==> config.mk <==
export PLATFORM = sky130hd
export DESIGN_NAME = lru_page_replacement_core
export DESIGN_NICKNAME = d
export VERILOG_FILES = /design/src/hw/rtl/lrup_pkg.sv /design/src/hw/rtl/lrup_ram.sv /design/src/hw/rtl/lru_page_replacement_core.sv
export SDC_FILE = /design/constraint.sdc
export NUM_CORES = 2
export LEC_CHECK = 0
export BUFFER_PORTS_ARGS = -buffer_cell sky130_fd_sc_hd__buf_2
export CAP_MARGIN = 25
export CORE_MARGIN = 2
export CORE_UTILIZATION = 50
export CTS_BUF_LIST = sky130_fd_sc_hd__clkbuf_16
export DETAILED_ROUTE_END_ITERATION = 6
export PLACE_DENSITY = 0.66
export REMOVE_ABC_BUFFERS = 1
export SETUP_SLACK_MARGIN = 0.02
export SLEW_MARGIN = 40
export SYNTH_ARGS = -nofsm -noshare
export SYNTH_HDL_FRONTEND = slang
export SYNTH_SLANG_ARGS = --single-unit
==> constraint.sdc <==
create_clock -name clk -period 12.05 [get_ports clk]
set_clock_uncertainty 0.1 [all_clocks]
set_input_delay 2.41 -clock clk [delete_from_list [all_inputs] [get_ports clk]]
set_output_delay 2.41 -clock clk [all_outputs]
set_load 0.01 [all_outputs]
==> src/hw/rtl/lrup_pkg.sv <==
// Shared types, constants and helper functions of the LRU page replacement core.
`default_nettype none
package lrup_pkg;

  // Configuration register file layout.
  localparam int FRAMES_W = 7;
  localparam int CFG_ADDR_W = 3;
  localparam int CFG_DATA_W = 32;
  localparam logic [0:0] REG_FRAMES_IN_USE = 1'b0;
  localparam logic [FRAMES_W-1:0] FRAMES_RESET = 7'd64;

  // Width of the reported evicted page number and of the running counters.
  localparam int EVPAGE_W = 20;
  localparam int COUNT_W = 32;

  // One memory access.
  typedef struct packed {
    logic [31:0] address;
    logic        is_write;
  } in_item_t;

  // Outcome of one memory access.
  typedef struct packed {
    logic                page_fault;
    logic                writeback;
    logic                evicted_valid;
    logic [EVPAGE_W-1:0] evicted_page;
    logic [COUNT_W-1:0]  fault_count;
    logic [COUNT_W-1:0]  read_count;
    logic [COUNT_W-1:0]  write_count;
  } out_item_t;

  // Increment that sticks at the all-ones value.
  function automatic logic [COUNT_W-1:0] sat_inc(input logic [COUNT_W-1:0] v);
    logic [COUNT_W-1:0] res;
    res = (v == '1) ? v : v + COUNT_W'(1);
    return res;
  endfunction

endpackage
`default_nettype wire

==> src/hw/rtl/lrup_ram.sv <==
// Generic single write port, single read port RAM with registered read data.
`default_nettype none
module lrup_ram #(
  parameter int WIDTH = 8,
  parameter int DEPTH = 64
) (
  input  wire logic                                  clk,
  input  wire logic                                  we,
  input  wire logic [((DEPTH > 1) ? $clog2(DEPTH) : 1)-1:0] waddr,
  input  wire logic [WIDTH-1:0]                      wdata,
  input  wire logic [((DEPTH > 1) ? $clog2(DEPTH) : 1)-1:0] raddr,
  output logic      [WIDTH-1:0]                      rdata
);

  logic [WIDTH-1:0] mem [DEPTH];

  // Write port.
  always_ff @(posedge clk) begin
    if (we) begin
      mem[waddr] <= wdata;
    end
  end

  // Registered read port.
  always_ff @(posedge clk) begin
    rdata <= mem[raddr];
  end

endmodule
`default_nettype wire

==> src/hw/rtl/lru_page_replacement_core.sv <==
// Top level of the fully associative LRU page replacement core.
`default_nettype none
// An access is taken when start is high and busy is low; the core then walks
// the resident frames one per cycle through the single read port of the frame
// table, looking for the page and for the least recently used frame at once,
// and writes the frame back in a final update cycle. The scan covers the
// lesser of the resident frames and the usable frames, where the usable
// frames are frames_in_use held to 1..MAX_FRAMES; it is skipped while no
// frame is resident yet.
// The result appears on out_data for exactly one cycle with out_valid high and
// cannot be stalled, so the receiver must take it in that cycle. Frames fill
// from frame 0 upwards and are never freed, so a fill count marks the resident
// frames and no clearing pass is needed after reset.
module lru_page_replacement_core #(
  parameter int MAX_FRAMES = 64,
  parameter int PAGE_BITS  = 12
) (
  input  wire logic                                clk,
  input  wire logic                                rst_n,
  // Access channel
  input  wire logic                                start,
  output logic                                     busy,
  input  wire lrup_pkg::in_item_t                  in_data,
  // Result channel
  output logic                                     out_valid,
  output lrup_pkg::out_item_t                      out_data,
  // Configuration port
  input  wire logic                                psel,
  input  wire logic                                penable,
  input  wire logic                                pwrite,
  input  wire logic [lrup_pkg::CFG_ADDR_W-1:0]     paddr,
  input  wire logic [lrup_pkg::CFG_DATA_W-1:0]     pwdata,
  output logic      [lrup_pkg::CFG_DATA_W-1:0]     prdata,
  output logic                                     pready
);

  localparam int TAG_W  = 32 - PAGE_BITS;
  localparam int IDX_W  = (MAX_FRAMES > 1) ? $clog2(MAX_FRAMES) : 1;
  localparam int CNT_W  = $clog2(MAX_FRAMES + 1);
  localparam int CMP_W  = (CNT_W > lrup_pkg::FRAMES_W) ? CNT_W : lrup_pkg::FRAMES_W;
  localparam int WORD_W = 32 + 1 + TAG_W;

  // Sequencer states.
  localparam logic [1:0] ST_IDLE = 2'd0;
  localparam logic [1:0] ST_SCAN = 2'd1;
  localparam logic [1:0] ST_LAST = 2'd2;
  localparam logic [1:0] ST_UPD  = 2'd3;

  logic [1:0]                   state_r, state_nxt;
  logic [CNT_W-1:0]             scan_r, scan_nxt;
  logic [CNT_W-1:0]             n_r, n_nxt;
  logic [CNT_W-1:0]             limit_r, limit_nxt;
  logic [CNT_W-1:0]             fill_r, fill_nxt;
  logic [TAG_W-1:0]             page_r, page_nxt;
  logic                         wr_r, wr_nxt;
  logic [31:0]                  now_r, now_nxt;
  logic                         rd_vld_r, rd_vld_nxt;
  logic [IDX_W-1:0]             rd_idx_r, rd_idx_nxt;
  logic                         hit_r, hit_nxt;
  logic [IDX_W-1:0]             hit_idx_r, hit_idx_nxt;
  logic                         hit_dirty_r, hit_dirty_nxt;
  logic                         vic_vld_r, vic_vld_nxt;
  logic [IDX_W-1:0]             vic_idx_r, vic_idx_nxt;
  logic [TAG_W-1:0]             vic_page_r, vic_page_nxt;
  logic                         vic_dirty_r, vic_dirty_nxt;
  logic [31:0]                  best_age_r, best_age_nxt;
  logic [31:0]                  acc_r, acc_nxt;
  logic [lrup_pkg::COUNT_W-1:0] faults_r, faults_nxt;
  logic [lrup_pkg::COUNT_W-1:0] reads_r, reads_nxt;
  logic [lrup_pkg::COUNT_W-1:0] writes_r, writes_nxt;
  logic [lrup_pkg::FRAMES_W-1:0] frames_r, frames_nxt;
  lrup_pkg::out_item_t          out_r, out_nxt;
  logic                         out_valid_r, out_valid_nxt;

  logic [CMP_W-1:0]  cfg_ext;
  logic [CMP_W-1:0]  lim_wide;
  logic [CNT_W-1:0]  limit_c;
  logic [TAG_W-1:0]  in_page;
  logic              accept;
  logic              cfg_wr;
  logic              free_slot;

  logic              ram_we;
  logic [IDX_W-1:0]  ram_waddr;
  logic [WORD_W-1:0] ram_wdata;
  logic [WORD_W-1:0] ram_rdata;
  logic [31:0]       rd_stamp;
  logic              rd_dirty;
  logic [TAG_W-1:0]  rd_page;
  logic [31:0]       rd_age;

  // Frame table: stamp, dirty flag and page tag of each frame in one word.
  lrup_ram #(
    .WIDTH (WORD_W),
    .DEPTH (MAX_FRAMES)
  ) u_frames (
    .clk   (clk),
    .we    (ram_we),
    .waddr (ram_waddr),
    .wdata (ram_wdata),
    .raddr (scan_r[IDX_W-1:0]),
    .rdata (ram_rdata)
  );

  assign rd_stamp = ram_rdata[WORD_W-1 -: 32];
  assign rd_dirty = ram_rdata[TAG_W];
  assign rd_page  = ram_rdata[TAG_W-1:0];
  assign rd_age   = now_r - rd_stamp;

  // Handshake and configuration decode.
  assign accept    = start && (state_r == ST_IDLE);
  assign busy      = (state_r != ST_IDLE);
  assign cfg_wr    = psel && penable && pwrite && pready;
  assign pready    = 1'b1;
  assign in_page   = in_data.address[31:PAGE_BITS];
  assign free_slot = (fill_r < limit_r);
  assign out_valid = out_valid_r;
  assign out_data  = out_r;

  // Register read-back.
  always_comb begin
    prdata = '0;
    if (paddr[2] == lrup_pkg::REG_FRAMES_IN_USE) begin
      prdata = lrup_pkg::CFG_DATA_W'(frames_r);
    end
  end

  // Clamp the configured frame count to 1..MAX_FRAMES.
  always_comb begin
    cfg_ext = CMP_W'(frames_r);
    if (cfg_ext == '0) begin
      lim_wide = CMP_W'(1);
    end else if (cfg_ext > CMP_W'(MAX_FRAMES)) begin
      lim_wide = CMP_W'(MAX_FRAMES);
    end else begin
      lim_wide = cfg_ext;
    end
    limit_c = CNT_W'(lim_wide);
  end

  // Sequencer, scan compare unit and update logic.
  always_comb begin
    state_nxt     = state_r;
    scan_nxt      = scan_r;
    n_nxt         = n_r;
    limit_nxt     = limit_r;
    fill_nxt      = fill_r;
    page_nxt      = page_r;
    wr_nxt        = wr_r;
    now_nxt       = now_r;
    rd_vld_nxt    = 1'b0;
    rd_idx_nxt    = rd_idx_r;
    hit_nxt       = hit_r;
    hit_idx_nxt   = hit_idx_r;
    hit_dirty_nxt = hit_dirty_r;
    vic_vld_nxt   = vic_vld_r;
    vic_idx_nxt   = vic_idx_r;
    vic_page_nxt  = vic_page_r;
    vic_dirty_nxt = vic_dirty_r;
    best_age_nxt  = best_age_r;
    acc_nxt       = acc_r;
    faults_nxt    = faults_r;
    reads_nxt     = reads_r;
    writes_nxt    = writes_r;
    frames_nxt    = frames_r;
    out_nxt       = out_r;
    out_valid_nxt = 1'b0;
    ram_we        = 1'b0;
    ram_waddr     = hit_idx_r;
    ram_wdata     = {now_r, wr_r, page_r};

    if (cfg_wr && (paddr[2] == lrup_pkg::REG_FRAMES_IN_USE)) begin
      frames_nxt = pwdata[lrup_pkg::FRAMES_W-1:0];
    end

    // Compare one frame read from the table against the page and the oldest age.
    if (rd_vld_r) begin
      if (!hit_r && (rd_page == page_r)) begin
        hit_nxt       = 1'b1;
        hit_idx_nxt   = rd_idx_r;
        hit_dirty_nxt = rd_dirty;
      end
      if (!vic_vld_r || (rd_age > best_age_r)) begin
        vic_vld_nxt   = 1'b1;
        vic_idx_nxt   = rd_idx_r;
        vic_page_nxt  = rd_page;
        vic_dirty_nxt = rd_dirty;
        best_age_nxt  = rd_age;
      end
    end

    case (state_r)
      ST_IDLE: begin
        if (accept) begin
          page_nxt    = in_page;
          wr_nxt      = in_data.is_write;
          now_nxt     = acc_r;
          limit_nxt   = limit_c;
          n_nxt       = (fill_r < limit_c) ? fill_r : limit_c;
          scan_nxt    = '0;
          hit_nxt     = 1'b0;
          vic_vld_nxt = 1'b0;
          state_nxt   = (fill_r == '0) ? ST_UPD : ST_SCAN;
        end
      end
      ST_SCAN: begin
        rd_vld_nxt = 1'b1;
        rd_idx_nxt = scan_r[IDX_W-1:0];
        scan_nxt   = scan_r + CNT_W'(1);
        if (scan_r == n_r - CNT_W'(1)) begin
          state_nxt = ST_LAST;
        end
      end
      ST_LAST: begin
        state_nxt = ST_UPD;
      end
      ST_UPD: begin
        ram_we                = 1'b1;
        out_nxt.page_fault    = 1'b0;
        out_nxt.writeback     = 1'b0;
        out_nxt.evicted_valid = 1'b0;
        out_nxt.evicted_page  = '0;
        if (hit_r) begin
          ram_waddr = hit_idx_r;
          ram_wdata = {now_r, hit_dirty_r | wr_r, page_r};
        end else begin
          out_nxt.page_fault = 1'b1;
          faults_nxt = lrup_pkg::sat_inc(faults_r);
          reads_nxt  = lrup_pkg::sat_inc(reads_r);
          if (free_slot) begin
            ram_waddr = fill_r[IDX_W-1:0];
            fill_nxt  = fill_r + CNT_W'(1);
          end else begin
            ram_waddr             = vic_idx_r;
            out_nxt.evicted_valid = 1'b1;
            out_nxt.evicted_page  = lrup_pkg::EVPAGE_W'(vic_page_r);
            if (vic_dirty_r) begin
              out_nxt.writeback = 1'b1;
              writes_nxt = lrup_pkg::sat_inc(writes_r);
            end
          end
        end
        out_nxt.fault_count = out_nxt.page_fault ? lrup_pkg::sat_inc(faults_r) : faults_r;
        out_nxt.read_count  = out_nxt.page_fault ? lrup_pkg::sat_inc(reads_r) : reads_r;
        out_nxt.write_count = out_nxt.writeback ? lrup_pkg::sat_inc(writes_r) : writes_r;
        acc_nxt       = acc_r + 32'd1;
        out_valid_nxt = 1'b1;
        state_nxt     = ST_IDLE;
      end
      default: begin
        state_nxt = ST_IDLE;
      end
    endcase
  end

  // Control registers.
  always_ff @(posedge clk) begin
    if (!rst_n) begin
      state_r     <= ST_IDLE;
      fill_r      <= '0;
      rd_vld_r    <= 1'b0;
      hit_r       <= 1'b0;
      vic_vld_r   <= 1'b0;
      acc_r       <= '0;
      faults_r    <= '0;
      reads_r     <= '0;
      writes_r    <= '0;
      frames_r    <= lrup_pkg::FRAMES_RESET;
      out_valid_r <= 1'b0;
    end else begin
      state_r     <= state_nxt;
      fill_r      <= fill_nxt;
      rd_vld_r    <= rd_vld_nxt;
      hit_r       <= hit_nxt;
      vic_vld_r   <= vic_vld_nxt;
      acc_r       <= acc_nxt;
      faults_r    <= faults_nxt;
      reads_r     <= reads_nxt;
      writes_r    <= writes_nxt;
      frames_r    <= frames_nxt;
      out_valid_r <= out_valid_nxt;
    end
  end

  // Payload registers.
  always_ff @(posedge clk) begin
    scan_r      <= scan_nxt;
    n_r         <= n_nxt;
    limit_r     <= limit_nxt;
    page_r      <= page_nxt;
    wr_r        <= wr_nxt;
    now_r       <= now_nxt;
    rd_idx_r    <= rd_idx_nxt;
    hit_idx_r   <= hit_idx_nxt;
    hit_dirty_r <= hit_dirty_nxt;
    vic_idx_r   <= vic_idx_nxt;
    vic_page_r  <= vic_page_nxt;
    vic_dirty_r <= vic_dirty_nxt;
    best_age_r  <= best_age_nxt;
    out_r       <= out_nxt;
  end

`ifndef NO_ASSERTIONS
  // A result transfer only follows an update cycle.
  a_out_after_upd: assert property (@(posedge clk) disable iff (!rst_n)
    out_valid |-> $past(state_r == ST_UPD))
    else $error("result strobe without an update cycle");

  // Frame table reads only return while the scan is running.
  a_read_in_scan: assert property (@(posedge clk) disable iff (!rst_n)
    rd_vld_r |-> (state_r == ST_SCAN || state_r == ST_LAST))
    else $error("frame read outside the scan");

  // A miss with no free frame always has a victim chosen.
  a_victim_found: assert property (@(posedge clk) disable iff (!rst_n)
    (state_r == ST_UPD && !hit_r && !free_slot) |-> vic_vld_r)
    else $error("eviction without a victim");

  // The fill count never passes the frame table depth.
  a_fill_bound: assert property (@(posedge clk) disable iff (!rst_n)
    fill_r <= CNT_W'(MAX_FRAMES))
    else $error("fill count beyond the frame table");
`endif

endmodule
`default_nettype wire
==> flow_summary_export.csv <==
group,metric,value,unit
timing,setup_viol,0,
job,timing.max_cap.violations,0,
critical_path,crit_chain,"ha_4, buf_4, nor2b_2, buf_4, nand2_1, o311ai_0, nand2_1, nor2_4, buf_16, buf_6",
critical_path,required,12500,ps
detailed_routing,dr.pass1.iters,7,
timing,period_share,48.6,%
cts,clk_pin_slew_worst_paths,70,ps
detailed_routing,routed_wl,375000,um
cts,cts_sinks,3858,
final_layout,final_common_cell,"edfxtp_1",
logic_synthesis,yosysUniqueCellTypes,75,
critical_path,worst_path_largest_cell_delay,770,ps
placed_design,place.port_buffers,162,
cts,ctsHoldBuffers,0,
logic_synthesis,ys_ff_latch,3858,
detailed_routing,drc,0,
grt,track_usage,24.6,%
critical_path,startpoint_type,"register",
timing,min_period,5850,ps
final_layout,nFillCells,21369,
timing,tightest_slew,983,ps
logic_synthesis,synth-edff-count,3657,
power_and_ir_drop,power.total,37.3,mW
critical_path,path_class,"register to register",
logic_synthesis,synth_flop_cell,"edfxtp_1",
min_path,hp-class,"register to register",
final_layout,stdcell_count,11739,
critical_path,arrival,6310,ps
grt,grt_antenna_before_repair,12,
power_and_ir_drop,vdd_drop_max,0.000255,V
detailed_routing,wl_per_cell,31.9,um
critical_path,r2r_setup_slack,6200,ps
critical_path,critical_path_peak_fanout,49,
grt,grt_pass1_vias,72624,
detailed_routing,vias,74004,
placed_design,place_inst,11008,
placed_design,gp_congestion,0.847,
critical_path,r2r_start,"state_r[0]",
floorplan,start_util,50.3,%
detailed_routing,avgViaCountPerCell,6.30,
logic_synthesis,synthArstFlopShare,0,%
floorplan,io_pins,228,
final_layout,final_nets,7628,
floorplan,die_width,551,um
grt,grt_pass1_wl,530000,um
power_and_ir_drop,leakagePower,54.3,nW
floorplan,coreArea,298000,um2
final_layout,area_growth_syn_to_layout,13.7,%
placed_design,dp_hpwl,200000,um
logic_synthesis,avgSynthCellArea,21.4,um2
final_layout,final_util,57.2,%
floorplan,fp-row-count,200,
timing,slew_headroom,34.4,%
cts,worst_skew_pair.late_latency,970,ps
timing,drv_slew,0,
run_status,violations,"antenna rules",
cts,cts_buffer_depth,4,
logic_synthesis,syn-cell-area,150000,um2
critical_path,critPathCaptureType,"register",
placed_design,place_ws,6210,ps
floorplan,dieArea,304000,um2
timing,max_freq,0.171,GHz
detailed_routing,drt_iter0_drc,10172,
detailed_routing,antenna_left,1,
cts,cts_resized,0,
critical_path,crit_start,"state_r[0]",
run_status,status,"finished, violations left",
grt,overflow,0,
timing,fin_ws,6200,ps
logic_synthesis,netlist_instances,6986,
final_layout,final_cell_mix,"edfxtp_1, mux4_2, clkbuf_16",
floorplan,die_h,551,um
logic_synthesis,yosys_warnings,0,
cts,root_buffer,"clkbuf_16",
power_and_ir_drop,power_density,219,nW/um2
cts,cts_tree,"built",
critical_path,critPathSlowestCell,"o311ai_0",
cts,numCtsBuffers,388,
final_layout,drive_above_1_share,27.4,%
cts,postCtsSetupBuffers,0,
cts,htreeDepth,5,
timing,rsz0062_at_grt,"no",
timing,finalHoldViolCount,0,
min_path,worstHoldStart,"u_frames.rdata[4]",
timing,fin_tns_setup,0,ps
grt,grt_max_degree,123,
logic_synthesis,ys_seq_area_share,76.0,%
[layout make-up]
| class | count | area (um2) | share of cell area, % |
|---|---|---|---|
| clock buffer | 390 | 9760 | 5.73 |
| antenna | 8 | 20.0 | 0.0118 |
| clock inverter | 326 | 2650 | 1.56 |
| timing repair buffer | 426 | 4030 | 2.37 |
| multi-input combinational | 2690 | 34700 | 20.4 |
| inverter | 102 | 388 | 0.228 |
| sequential | 3858 | 114000 | 66.9 |
| tap | 3939 | 4930 | 2.89 |
[synth_stat cells, types with 4 or more instances]
| cell | instances | share of area, % |
|---|---|---|
| nor2_1 | 270 | 0.68 |
| nor4_1 | 10 | 0.042 |
| or3_2 | 4 | 0.020 |
| a211oi_1 | 11 | 0.055 |
| nor3b_1 | 5 | 0.025 |
| and4_1 | 15 | 0.088 |
| nand4b_1 | 4 | 0.023 |
| buf_4 | 26 | 0.13 |
| o21a_1 | 10 | 0.050 |
| a21o_1 | 18 | 0.090 |
| or2_2 | 8 | 0.033 |
| nor3_1 | 43 | 0.14 |
| o21ai_0 | 64 | 0.21 |
| nor2b_1 | 25 | 0.10 |
| a22oi_1 | 106 | 0.53 |
| nand2b_1 | 18 | 0.075 |
| inv_1 | 100 | 0.25 |
| or3_1 | 30 | 0.13 |
| dfxtp_1 | 201 | 2.7 |
| o31ai_1 | 4 | 0.020 |
| xor2_1 | 109 | 0.64 |
| a31oi_1 | 10 | 0.042 |
| o2111ai_1 | 5 | 0.029 |
| a21oi_1 | 79 | 0.26 |
| nand3_1 | 71 | 0.24 |
| nand4_1 | 63 | 0.26 |
| nand2_1 | 234 | 0.59 |
| buf_2 | 47 | 0.16 |
| edfxtp_1 | 3657 | 73 |
| mux4_2 | 1060 | 16 |
| buf_1 | 50 | 0.13 |
| xnor2_1 | 149 | 0.87 |
| and3_1 | 52 | 0.22 |
| mux2i_1 | 15 | 0.10 |
| mux2_2 | 10 | 0.075 |
| ha_1 | 87 | 0.73 |
| and2_1 | 24 | 0.10 |
| clkbuf_1 | 235 | 0.59 |
[routing by layer]
layer | wire length [um] | track usage (%) | vias up
li1 | - | - | 29907
met1 | 149000 | 35.7 | 39433
met2 | 179000 | 38.9 | 4008
met3 | 36300 | 4.27 | 652
met4 | 10400 | 6.91 | 4
met5 | 23 | 0 | -
[stage by stage]
step                      instance area (um2)  hold WS, ps
after floorplan                        148000          304
after global placement                 156000          325
after detailed placement               158000          335
after CTS                              170000          351
after global routing                   170000          349
final                                  170000          355
[registers in the layout, summed over array words and instances, names as in the netlist, 2 cells and up]
| name | flops |
|---|---|
| now_r | 32 |
| rd_idx_r | 6 |
| vic_page_r | 20 |
| u_frames.rdata | 53 |
| scan_r | 7 |
| acc_r | 32 |
| n_r | 7 |
| cfg_ext | 7 |
| fill_r | 7 |
| hit_idx_r | 6 |
| out_data | 119 |
| reads_r | 32 |
| faults_r | 32 |
| u_frames.mem | 3392 |
| limit_r | 7 |
| writes_r | 32 |
| best_age_r | 32 |
| state_r | 2 |
| page_r | 20 |
| vic_idx_r | 6 |
[logic make-up (layout without fill, tap and decap cells)]
| family | after synthesis | count (layout) | share of synthesized area (%) |
|---|---|---|---|
| multiplexers | 1085 | 1085 | 16.1 |
| other | 2 | 34 | 0.00501 |
| AND/OR/NAND/NOR | 892 | 892 | 2.86 |
| adder cells (fa/ha/maj) | 88 | 88 | 0.740 |
| flip-flops | 3858 | 3858 | 76.0 |
| AO/OA/AOI/OAI | 341 | 341 | 1.51 |
| XOR/XNOR | 258 | 258 | 1.51 |
| buffers and inverters | 462 | 1244 | 1.27 |
[worst paths after layout]
kind                                             end  cells after the start
worst min-delay path                   vic_page_r[4]                      0
worst max register to register  u_frames.mem[49][49]                     10
worst max-delay path            u_frames.mem[49][49]                     10
worst min register to register         vic_page_r[4]                      0
[critical path: cells and delay by family (launching register included)]
kind            cells  cell delay, ps
buf+inv             4            1730
simple gates        4            1730
compound gates      1             770
fa+ha+maj           1             590
flops               1             440
[power by group]
part | internal (mW) | switching [mW] | leakage [nW] | total, mW
clock | 6.61 | 5.09 | 6.36 | 11.7
combinational | 4.24 | 5.39 | 13.2 | 9.63
sequential | 15.8 | 0.182 | 34.7 | 16.0
total | 26.6 | 10.7 | 54.3 | 37.3
Power figures use the tool's default switching activity.
